`config.mk`:
```
export PLATFORM = sky130hd
export DESIGN_NAME = watchdog_timer_registers_core_flat
export DESIGN_NICKNAME = d
export VERILOG_FILES = /design/src/rtl/wtr_pkg.sv /design/src/rtl/wtr_if.sv /design/src/rtl/wtr_core.sv /design/src/rtl/wtr_obuf.sv /design/src/rtl/watchdog_timer_registers_core.sv /design/src/flat_wrapper.sv
export VERILOG_INCLUDE_DIRS = /design/src /design/src/rtl
export SDC_FILE = /design/constraint.sdc
export NUM_CORES = 1
export LEC_CHECK = 0
export ABC_AREA = 1
export ABC_CLOCK_PERIOD_IN_PS = 3200
export BUFFER_PORTS_ARGS = -buffer_cell sky130_fd_sc_hd__buf_2
export CAP_MARGIN = 20
export CORE_UTILIZATION = 40
export CTS_CLUSTER_DIAMETER = 50
export CTS_CLUSTER_SIZE = 10
export DETAILED_ROUTE_END_ITERATION = 10
export SYNTH_ARGS = -nofsm -noshare
export SYNTH_HDL_FRONTEND = slang
export SYNTH_SLANG_ARGS = --single-unit
```
`constraint.sdc`:
```
create_clock -name i_clk -period 3.2 [get_ports i_clk]
set_clock_uncertainty 0.15 [all_clocks]
set_input_delay 0.32 -clock i_clk [delete_from_list [all_inputs] [get_ports i_clk]]
set_output_delay 0.32 -clock i_clk [all_outputs]
set_load 0.01 [all_outputs]
```
`src/rtl/watchdog_timer_registers_core_macros.svh`:
```
// ----------------------------------------------------------------------------
// Watchdog timer register block: assertion macros
// Concurrent assertion helpers clocked on i_clk and disabled during reset.
// ----------------------------------------------------------------------------
`ifndef WATCHDOG_TIMER_REGISTERS_CORE_MACROS_SVH
`define WATCHDOG_TIMER_REGISTERS_CORE_MACROS_SVH

`ifndef ASSERT_OFF
// Consequent must hold in the same cycle as the antecedent.
`define WTR_ASSERT_NOW(lbl, ante, cons, msg) \
    lbl: assert property (@(posedge i_clk) disable iff (!i_rst_n) (ante) |-> (cons)) \
        else $error(msg);
// Consequent must hold in the cycle after the antecedent.
`define WTR_ASSERT_NEXT(lbl, ante, cons, msg) \
    lbl: assert property (@(posedge i_clk) disable iff (!i_rst_n) (ante) |=> (cons)) \
        else $error(msg);
`else
`define WTR_ASSERT_NOW(lbl, ante, cons, msg)
`define WTR_ASSERT_NEXT(lbl, ante, cons, msg)
`endif

`endif

```
`src/rtl/wtr_pkg.sv`:
```
// ----------------------------------------------------------------------------
// Watchdog timer register block: shared package
// Operation and register codes, control bit positions and the result type.
// ----------------------------------------------------------------------------
`timescale 1ns / 1ps
`default_nettype none

package wtr_pkg;

    // Operation codes.
    localparam logic [1:0] OP_READ  = 2'd0;
    localparam logic [1:0] OP_WRITE = 2'd1;
    localparam logic [1:0] OP_TICK  = 2'd2;

    // Register select codes.
    localparam logic [1:0] SEL_CTRL = 2'd0;
    localparam logic [1:0] SEL_SVC  = 2'd1;
    localparam logic [1:0] SEL_WRSR = 2'd2;

    // Control register bit positions.
    localparam int unsigned BIT_WDA  = 5;
    localparam int unsigned BIT_WRE  = 3;
    localparam int unsigned BIT_WDE  = 2;
    localparam int unsigned BIT_WDBG = 1;

    localparam logic [15:0] CTRL_RESET      = 16'h0030;
    localparam logic [15:0] CTRL_FIRST_MASK = 16'hff3f;
    localparam logic [15:0] CTRL_LATER_MASK = 16'hff34;
    localparam logic [15:0] CTRL_STICKY     = 16'h000f;
    localparam logic [15:0] SVC_KEY_FIRST   = 16'h5555;
    localparam logic [15:0] SVC_KEY_SECOND  = 16'haaaa;
    localparam logic [15:0] WRSR_POWER_ON   = 16'h0010;

    typedef struct packed {
        logic [15:0] read_data;
        logic        nwdog_level;
        logic        system_reset;
        logic        bus_error;
    } t_result;

endpackage

`default_nettype wire

```
`src/rtl/wtr_if.sv`:
```
// ----------------------------------------------------------------------------
// Watchdog timer register block: channel interfaces
// Valid/ready channels for register accesses and ticks, and for results.
// ----------------------------------------------------------------------------
`timescale 1ns / 1ps
`default_nettype none

interface wtr_in_if;
    logic        valid;
    logic        ready;
    logic [1:0]  operation;
    logic [1:0]  reg_select;
    logic [15:0] write_data;

    modport source (output valid, output operation, output reg_select,
                    output write_data, input ready);
    modport sink   (input valid, input operation, input reg_select,
                    input write_data, output ready);
endinterface

interface wtr_out_if;
    logic        valid;
    logic        ready;
    logic [15:0] read_data;
    logic        nwdog_level;
    logic        system_reset;
    logic        bus_error;

    modport source (output valid, output read_data, output nwdog_level,
                    output system_reset, output bus_error, input ready);
    modport sink   (input valid, input read_data, input nwdog_level,
                    input system_reset, input bus_error, output ready);
endinterface

`default_nettype wire

```
`src/rtl/wtr_core.sv`:
```
// ----------------------------------------------------------------------------
// Watchdog timer register block: register file and timer
// Holds the control, service and counter state and computes each result.
// ----------------------------------------------------------------------------
`timescale 1ns / 1ps
`default_nettype none

module wtr_core (
    input  wire logic             i_clk,
    input  wire logic             i_rst_n,
    input  wire logic             i_accept,
    input  wire logic [1:0]       i_operation,
    input  wire logic [1:0]       i_reg_select,
    input  wire logic [15:0]      i_write_data,
    output wtr_pkg::t_result      o_result
);
    import wtr_pkg::*;

    logic [15:0] r_ctrl,    n_ctrl;
    logic        r_written, n_written;
    logic [15:0] r_svc,     n_svc;
    logic [7:0]  r_count,   n_count;
    logic        r_nwdog,   n_nwdog;

    logic [15:0] w_new_ctrl;
    logic [7:0]  w_dec;

    always_comb begin
        n_ctrl    = r_ctrl;
        n_written = r_written;
        n_svc     = r_svc;
        n_count   = r_count;
        n_nwdog   = r_nwdog;
        o_result  = '0;

        // Sticky low bits apply only once the control register has been written.
        w_new_ctrl = r_written ? ((i_write_data & CTRL_LATER_MASK) | (r_ctrl & CTRL_STICKY))
                               : (i_write_data & CTRL_FIRST_MASK);
        w_dec = (r_count != 8'd0) ? (r_count - 8'd1) : 8'd0;

        unique case (i_operation)
            OP_READ: begin
                unique case (i_reg_select)
                    SEL_CTRL: o_result.read_data = r_ctrl;
                    SEL_SVC:  o_result.read_data = r_svc;
                    SEL_WRSR: o_result.read_data = WRSR_POWER_ON;
                    default:  o_result.read_data = '0;
                endcase
            end
            OP_WRITE: begin
                unique case (i_reg_select)
                    SEL_CTRL: begin
                        n_ctrl    = w_new_ctrl;
                        n_written = 1'b1;
                        if (r_ctrl[BIT_WDE] != w_new_ctrl[BIT_WDE]) begin
                            n_count = w_new_ctrl[15:8];
                        end
                        // Reset mode with a zero timeout is a software reset.
                        if (!w_new_ctrl[BIT_WRE] && (w_new_ctrl[15:8] == 8'd0)) begin
                            o_result.system_reset = 1'b1;
                        end
                        n_nwdog = w_new_ctrl[BIT_WDA];
                    end
                    SEL_SVC: begin
                        if ((i_write_data == SVC_KEY_SECOND) && (r_svc == SVC_KEY_FIRST)) begin
                            n_count = r_ctrl[15:8];
                        end
                        n_svc = i_write_data;
                    end
                    SEL_WRSR: o_result.bus_error = 1'b1;
                    default: ;
                endcase
            end
            OP_TICK: begin
                if (r_ctrl[BIT_WDE] && !r_ctrl[BIT_WDBG]) begin
                    n_count = w_dec;
                    if (w_dec == 8'd0) begin
                        if (r_ctrl[BIT_WRE]) begin
                            n_nwdog = 1'b0;
                        end else begin
                            o_result.system_reset = 1'b1;
                        end
                    end
                end
            end
            default: ;
        endcase

        o_result.nwdog_level = n_nwdog;
    end

    always_ff @(posedge i_clk) begin
        if (!i_rst_n) begin
            r_ctrl    <= CTRL_RESET;
            r_written <= 1'b0;
            r_svc     <= '0;
            r_count   <= '0;
            r_nwdog   <= 1'b1;
        end else if (i_accept) begin
            r_ctrl    <= n_ctrl;
            r_written <= n_written;
            r_svc     <= n_svc;
            r_count   <= n_count;
            r_nwdog   <= n_nwdog;
        end
    end

endmodule

`default_nettype wire

```
`src/rtl/wtr_obuf.sv`:
```
// ----------------------------------------------------------------------------
// Watchdog timer register block: result buffer
// Two-entry result register so a new transfer can be taken during a stall.
// ----------------------------------------------------------------------------
`timescale 1ns / 1ps
`default_nettype none

module wtr_obuf (
    input  wire logic             i_clk,
    input  wire logic             i_rst_n,
    input  wire logic             i_push,
    input  wire wtr_pkg::t_result i_data,
    output logic                  o_ready,
    output logic                  o_valid,
    output wtr_pkg::t_result      o_data,
    input  wire logic             i_pop
);
    import wtr_pkg::*;

    logic [1:0] r_count, n_count;
    t_result    r_head,  n_head;
    t_result    r_tail,  n_tail;
    logic       w_pop;

    assign o_ready = (r_count != 2'd2);
    assign o_valid = (r_count != 2'd0);
    assign o_data  = r_head;
    assign w_pop   = o_valid && i_pop;

    always_comb begin
        n_count = r_count;
        n_head  = r_head;
        n_tail  = r_tail;
        unique case (r_count)
            2'd0: begin
                if (i_push) begin
                    n_head  = i_data;
                    n_count = 2'd1;
                end
            end
            2'd1: begin
                if (w_pop && i_push) begin
                    n_head = i_data;
                end else if (w_pop) begin
                    n_count = 2'd0;
                end else if (i_push) begin
                    n_tail  = i_data;
                    n_count = 2'd2;
                end
            end
            default: begin
                // Full: no push can arrive, only the head can leave.
                if (w_pop) begin
                    n_head  = r_tail;
                    n_count = 2'd1;
                end
            end
        endcase
    end

    always_ff @(posedge i_clk) begin
        if (!i_rst_n) begin
            r_count <= '0;
        end else begin
            r_count <= n_count;
        end
    end

    always_ff @(posedge i_clk) begin
        r_head <= n_head;
        r_tail <= n_tail;
    end

endmodule

`default_nettype wire

```
`src/rtl/watchdog_timer_registers_core.sv`:
```
// ----------------------------------------------------------------------------
// Watchdog timer register block.
// The input channel carries one register read, register write or watchdog
// tick per transfer; the output channel returns exactly one result per
// input transfer, in order: read data, the nWDOG level after the access,
// a system reset request and a bus error flag.
// The result of a transfer is registered and offered on the output channel in
// the cycle after it is taken if the buffer was empty. Throughput is one
// transfer per cycle while the buffer has room; every register and counter
// update is done in the accepting cycle. A two-entry result buffer lets the
// block take one more transfer while the receiver stalls; the input is held
// off only when both entries are full. Reset is synchronous and active low:
// the control register returns to 0x0030, the service register and counter
// to zero, nWDOG is released and the result buffer empties.
// ----------------------------------------------------------------------------
`timescale 1ns / 1ps
`default_nettype none
`include "watchdog_timer_registers_core_macros.svh"

module watchdog_timer_registers_core (
    input  wire logic  i_clk,
    input  wire logic  i_rst_n,
    wtr_in_if.sink     i_in,
    wtr_out_if.source  o_res
);
    import wtr_pkg::*;

    logic    w_ready;
    logic    w_accept;
    t_result w_result;
    t_result w_head;

    assign i_in.ready = w_ready;
    assign w_accept   = i_in.valid && w_ready;

    wtr_core u_core (
        .i_clk        (i_clk),
        .i_rst_n      (i_rst_n),
        .i_accept     (w_accept),
        .i_operation  (i_in.operation),
        .i_reg_select (i_in.reg_select),
        .i_write_data (i_in.write_data),
        .o_result     (w_result)
    );

    wtr_obuf u_obuf (
        .i_clk   (i_clk),
        .i_rst_n (i_rst_n),
        .i_push  (w_accept),
        .i_data  (w_result),
        .o_ready (w_ready),
        .o_valid (o_res.valid),
        .o_data  (w_head),
        .i_pop   (o_res.ready)
    );

    assign o_res.read_data    = w_head.read_data;
    assign o_res.nwdog_level  = w_head.nwdog_level;
    assign o_res.system_reset = w_head.system_reset;
    assign o_res.bus_error    = w_head.bus_error;

    `WTR_ASSERT_NOW(a_berr_alone, w_accept && w_result.bus_error, (w_result.read_data == 16'd0) && !w_result.system_reset, "bus error result carries other flags")
    `WTR_ASSERT_NEXT(a_one_cycle, w_accept && !o_res.valid, o_res.valid, "result not offered one cycle after transfer")
    `WTR_ASSERT_NOW(a_ready_empty, !o_res.valid, w_ready, "input held off with an empty result buffer")

endmodule

`default_nettype wire

```
`src/flat_wrapper.sv`:
```
// flat-port wrapper written by rule: the top's interface ports become plain ports
module watchdog_timer_registers_core_flat import wtr_pkg::*;
  (i_clk, i_rst_n, i_in_valid, i_in_operation, i_in_reg_select, i_in_write_data, i_in_ready, o_res_valid, o_res_read_data, o_res_nwdog_level, o_res_system_reset, o_res_bus_error, o_res_ready);
  wtr_in_if i_in_i ();
  wtr_out_if o_res_i ();
  input  wire logic i_clk;
  input  wire logic i_rst_n;
  input wire logic [$bits(i_in_i.valid)-1:0] i_in_valid;
  input wire logic [$bits(i_in_i.operation)-1:0] i_in_operation;
  input wire logic [$bits(i_in_i.reg_select)-1:0] i_in_reg_select;
  input wire logic [$bits(i_in_i.write_data)-1:0] i_in_write_data;
  output wire logic [$bits(i_in_i.ready)-1:0] i_in_ready;
  output wire logic [$bits(o_res_i.valid)-1:0] o_res_valid;
  output wire logic [$bits(o_res_i.read_data)-1:0] o_res_read_data;
  output wire logic [$bits(o_res_i.nwdog_level)-1:0] o_res_nwdog_level;
  output wire logic [$bits(o_res_i.system_reset)-1:0] o_res_system_reset;
  output wire logic [$bits(o_res_i.bus_error)-1:0] o_res_bus_error;
  input wire logic [$bits(o_res_i.ready)-1:0] o_res_ready;
  assign i_in_i.valid = i_in_valid;
  assign i_in_i.operation = i_in_operation;
  assign i_in_i.reg_select = i_in_reg_select;
  assign i_in_i.write_data = i_in_write_data;
  assign i_in_ready = i_in_i.ready;
  assign o_res_valid = o_res_i.valid;
  assign o_res_read_data = o_res_i.read_data;
  assign o_res_nwdog_level = o_res_i.nwdog_level;
  assign o_res_system_reset = o_res_i.system_reset;
  assign o_res_bus_error = o_res_i.bus_error;
  assign o_res_i.ready = o_res_ready;
  watchdog_timer_registers_core u_core (.i_clk(i_clk), .i_rst_n(i_rst_n), .i_in(i_in_i), .o_res(o_res_i));
endmodule
```
Word level (Yosys, flattened, before mapping)
Index checks and enable logic that the tools add are counted.
{"block": "word_totals", "regBits": 82, "elab_cells": 90}
{"block": "op_classes", "bitwise_logic": 3, "mux": 32, "reduce_logical": 23, "n_addsub": 1, "n_eq_ne": 17}
{"cell": "$mux W19", "count": 3}
{"cell": "$pmux W16 S3", "count": 1}
{"cell": "$pmux W19 S2", "count": 1}
{"cell": "$mux W16", "count": 2}
{"cell": "$mux W8", "count": 4}
{"cell": "$pmux W8 S2", "count": 2}
{"cell": "$eq A16 B15 Y1 const B", "count": 1}
{"cell": "$eq A16 B16 Y1 const B", "count": 1}
{"cell": "$logic_not A8 Y1", "count": 2}
{"cell": "$or A16 B4 Y16", "count": 1}
{"cell": "$mux W1", "count": 11}
{"cell": "$mux W2", "count": 5}
{"cell": "$ne A2 B2 Y1 const B", "count": 5}
{"cell": "$ne A3 B3 Y1 const B", "count": 3}
{"cell": "$reduce_and A3 Y1", "count": 3}
{"cell": "$reduce_and A4 Y1", "count": 2}
{"cell": "$reduce_bool A8 Y1", "count": 1}
{"cell": "$sub A8 B1 Y8 const B", "count": 1}
{"cell": "$eq A2 B1 Y1 const B", "count": 3}
{"cell": "$logic_and A1 B1 Y1", "count": 6}
{"cell": "$logic_not A2 Y1", "count": 3}
{"cell": "$reduce_and A6 Y1", "count": 1}
{"cell": "$eq A2 B2 Y1 const B", "count": 2}
{"cell": "$pmux W1 S2", "count": 2}
{"cell": "7 further kinds", "count": 10}

Depth between registers and ports, before layout
{"block": "logic_depth", "depth_word": 9, "ltp_mapped": 12, "ltp_nobuf": 12}

Cells and area by module
Synthesis repeated with hierarchy kept, for this count alone.
{"block": "hier_totals", "hier_cells": 498, "hier_area_um2": 3978.8}
{"mod": "wtr_core", "instances": 1, "area_each_um2": 2448.6, "cells_per_inst": 376}
{"mod": "wtr_obuf", "instances": 1, "area_each_um2": 1522.7, "cells_per_inst": 120}
{"mod": "watchdog_timer_registers_core", "instances": 1, "area_each_um2": 7.5, "cells_per_inst": 2}

Worst setup path after synthesis
No wires, ideal clock.
{"block": "synth_timing", "path_kind": "reg2reg", "startpoint": "reg u_core.u_obuf.r_count[1]", "endpoint": "reg u_core.u_obuf.r_tail[0] (netlist bit) (enable)", "setup_ns": 0.445, "path_slack_ns": 0.126, "stages_incl_launch_ff": 3, "path_buffers": 1, "period_less_slack_ns": 3.074, "arrival_ns": 2.478, "cell_sequence": "dfxtp_1 -> clkbuf_1 -> nor4_1"}
{"block": "synth_between", "elab_chain_cells": 5, "elab_cells_between_ends": 9, "classes_between": "eq/ne: 2; bitwise: 2; reduce/logical: 5"}
{"element": "start, declared", "line": "wtr_obuf.sv:20", "source": "logic [1:0] r_count, n_count;"}
{"element": "start signal, assigned", "line": "wtr_obuf.sv:65", "source": "r_count <= n_count;"}
{"element": "$ne A2 B2 Y1 or $reduce_bool A2 Y1 (tied branches)", "line": "wtr_obuf.sv:25, wtr_obuf.sv:26"}
{"element": "$logic_and A1 B1 Y1, on equally long branches", "line": "watchdog_timer_registers_core.sv:34, wtr_obuf.sv:28"}
{"element": "$logic_and A1 B1 Y1", "line": "wtr_obuf.sv:42", "source": "if (w_pop && i_push) begin"}
{"element": "$not A1 Y1 (no source line)"}
{"element": "$reduce_and A4 Y1 (no source line) *"}
{"element": "end signal, assigned", "line": "wtr_obuf.sv:71", "source": "r_tail <= n_tail;"}
{"element": "end, declared", "line": "wtr_obuf.sv:22", "source": "t_result r_tail, n_tail;"}
Mark *: on every way between the ends. The rest lies on a longest branch, timed or not.
A chain may end at the register's enable or synchronous reset.

Worst setup path in the final report
{"block": "layout_timing", "startpoint": "reg u_core.u_obuf.r_count[1]", "endpoint": "reg u_core.u_core.r_svc[11]"}
{"block": "layout_between", "elab_chain_cells": 3}
{"element": "$ne A2 B2 Y1", "line": "wtr_obuf.sv:25", "source": "assign o_ready = (r_count != 2'd2);"}
{"element": "$logic_and A1 B1 Y1", "line": "watchdog_timer_registers_core.sv:34", "source": "assign w_accept = i_in.valid && w_ready;"}
{"element": "$reduce_and A3 Y1 (no source line)"}
{"element": "end signal, assigned", "line": "wtr_core.sv:102", "source": "r_svc <= n_svc;"}
{"element": "end, declared", "line": "wtr_core.sv:21", "source": "logic [15:0] r_svc, n_svc;"}
Every way passes these cells.

==> flow_summary.toml <==
[run_status]
status = "completed"

[place]
dp_hpwl_mm = 6.977
placed_area_sq_um = 4183
portBuffers = 44
dp_slack_ns = 0.8847
gp_congestion = 0.8535

[synth]
synth_xor_area_share_pct = 0.4577
ys_warn_count = 0
synth-compound-area-share_pct = 13.44
synthMostInstantiatedCell = "nand2_1"
synth_edf_count = 38
synthArstFlopShare_pct = 0
synth-adder-area-share_pct = 1.635
netlist_area_sq_um = 3827
synth_top_family_by_area = "simple AND/OR/NAND/NOR gates"
synth-simple-area-share_pct = 26.25
synth_area_leaders = "edfxtp_1 30%, dfxtp_1 22%, nand2_1 13%, a21oi_1 5.9%, o21ai_0 5.6%"
ys_seq_area_share_pct = 51.78
synth_area_per_cell_sq_um = 7.941
yosys-top-cells-count = "132 x nand2_1, 54 x nor2_1, 45 x a21oi_1, 43 x o21ai_0, 42 x dfxtp_1"
synth_nets = 511
synth_top_cell_area_share_pct = 29.81
synth_seq_cells = 80
synth_area_leader_cell = "edfxtp_1"
ys_types = 29
ys.flop_type = "dfxtp_1"
synth_mux_area_share_pct = 0
syn_inst = 482

[route]
num_vias = 3267
ant_nets = 0
via_per_inst = 4.950
wl_per_cell_um = 13.83
first_pass_iters = 5
drt_wl_total_mm = 9.130
drtIter0Drc = 251
drc = 0

[floorplanning]
die-height_um = 99.82
io_pins = 45
fp.coreArea_sq_um = 9240
die_area_sq_um = 9964
placementRows = 35
die_w_um = 99.82
initial_core_util_pct = 41.42

[cts]
cts_buffer_depth = 2
worstSkewPairLatency_ns = 0.35
cts-resized-gates = 0
cts_num_sinks = 80
cts_setup_buffers = 0
cts_hold_buffers = 0
cts_buffers = 9
cts-root-buf = "clkbuf_8"
htree_levels = 3
path_clk_slew_ns = 0.08
cts_tree = "done"

[worst_hold_path]
min_path_type = "input port to flop"

[grt]
antenna_found_initial = 0
grt_pass1_wl_mm = 15.28
grt_usage_pct = 19.72
grt_pass1_vias = 3057
grt_max_degree = 41
gr-total-overflow = 0

[sta]
tightest_slew_ns = 0.6046
period_needed_ns = 1.999
tns_ns = 0
slew_headroom_pct = 59.69
period_share_pct = 62.48
hold_viol = 0
max_freq_mhz = 500.2
setup_viol = 0
rsz0062_at_grt = "no"
drv_slew = 0
fin_ws_ns = 1.201

[final_layout]
fin_area_sq_um = 4353
fin_nets = 555
drive_above_1_share_pct = 15.82
syn2layout_area_growth_pct = 13.73
fin_util_pct = 47.11
antenna_cells = 0

[critical_path]
cp_data_arrival_time_ns = 2.08
critPathRequiredTime_ns = 3.28
r2r_setup_slack_ns = 1.20
criticalPathCategory = "flop to flop"
cp_max_fo = 19
crit_path_start_kind = "flop"
critical_path.endpoint_type = "flop"

[power_and_ir_drop]
leakage_nw = 1.771
pwr_density_cell_nw_per_um2 = 481.9
vdd.ir_drop.worst_uv = 213.5

[flow_run]
maxCapViolCount = 0
[path summary, 6_finish.rpt]
kind | cells past startpoint | endpoint | startpoint
hold reg to reg | 2 | u_core.u_core.r_svc[6] | u_core.u_core.r_svc[6]
hold / removal | 2 | u_core.u_obuf.r_count[1] | o_res_ready
setup / recovery | 7 | u_core.u_core.r_svc[11] | u_core.u_obuf.r_count[1]
setup reg to reg | 7 | u_core.u_core.r_svc[11] | u_core.u_obuf.r_count[1]
[through the flow]
step | instances | hold WS [ns] | power [mW]
after floorplan | 482 | 0.2485 | 1.367
after global placement | 644 | 0.3082 | 1.466
after detailed placement | 644 | 0.3094 | 1.470
after CTS | 660 | 0.03239 | 2.119
after global routing | 660 | 0.03816 | 2.205
final | 660 | 0.04678 | 2.098
[placed cells by master, fill, tap and decap left out, types with 4 or more instances in the layout]
cell | Yosys | layout
nor4_1 | 6 | 5
edfxtp_1 | 38 | 38
clkbuf_8 | 0 | 9
dfxtp_1 | 42 | 42
o211ai_1 | 5 | 5
inv_2 | 5 | 5
o21ai_0 | 43 | 43
nor2_1 | 54 | 54
buf_4 | 1 | 6
nand2_1 | 132 | 132
ha_1 | 5 | 5
nor3_1 | 7 | 7
buf_2 | 8 | 44
nand2_2 | 5 | 5
clkinvlp_4 | 0 | 4
nand3_1 | 19 | 19
inv_1 | 40 | 40
a21oi_1 | 45 | 45
[area by class of cell]
type,count,area (sq um)
fillers,933,4887
flip-flops and latches,80,1982
multi-input cells,340,1605
repair buffers,50,265.3
inverters,45,168.9
well taps,129,161.4
clock buffers,9,123.9
clock inverters,7,46.29
[critical path, cell delays in order, from the launching register on]
cell and delay (ns):
dfxtp_1 0.48, nand2_1 0.14, nand2_2 0.14, inv_2 0.06, nand2_1 0.37, inv_2 0.24
o21ai_0 0.23, a21oi_1 0.06
[state kept, by name (all words and copies together) (netlist names)]
name and cells:
u_core.u_obuf.o_data 19, u_core.u_core.r_ctrl 14, u_core.u_core.r_nwdog 1, u_core.u_core.r_written 1, u_core.u_core.r_svc 16, u_core.u_obuf.r_count 2, u_core.u_core.r_count 8, u_core.u_obuf.r_tail 19
[cell families (layout without fill, tap and decap cells)]
logic type	after synthesis	after routing
and+or+nand+nor	235	235
AOI/OAI and AO/OA	98	98
DFF	80	80
buffers and inverters	62	111
adders and majority gates	5	5
xor gates and xnor gates	2	2
[report_power, final]
group          internal (mW)  total [mW]  switching [mW]
registers               1.12        1.15          0.0263
logic                  0.100       0.297           0.196
clock network          0.278       0.652           0.374
[metal layers]
metal | track usage (%) | part of all wire (%) | vias to the layer above
li1 | - | - | 1682
met1 | 27.36 | 48 | 1477
met2 | 31.46 | 46 | 92
met3 | 3.064 | 5.1 | 16
met4 | 6.674 | 1.5 | 0
met5 | 0 | 0 | -
(Power assumes the default switching activity.)
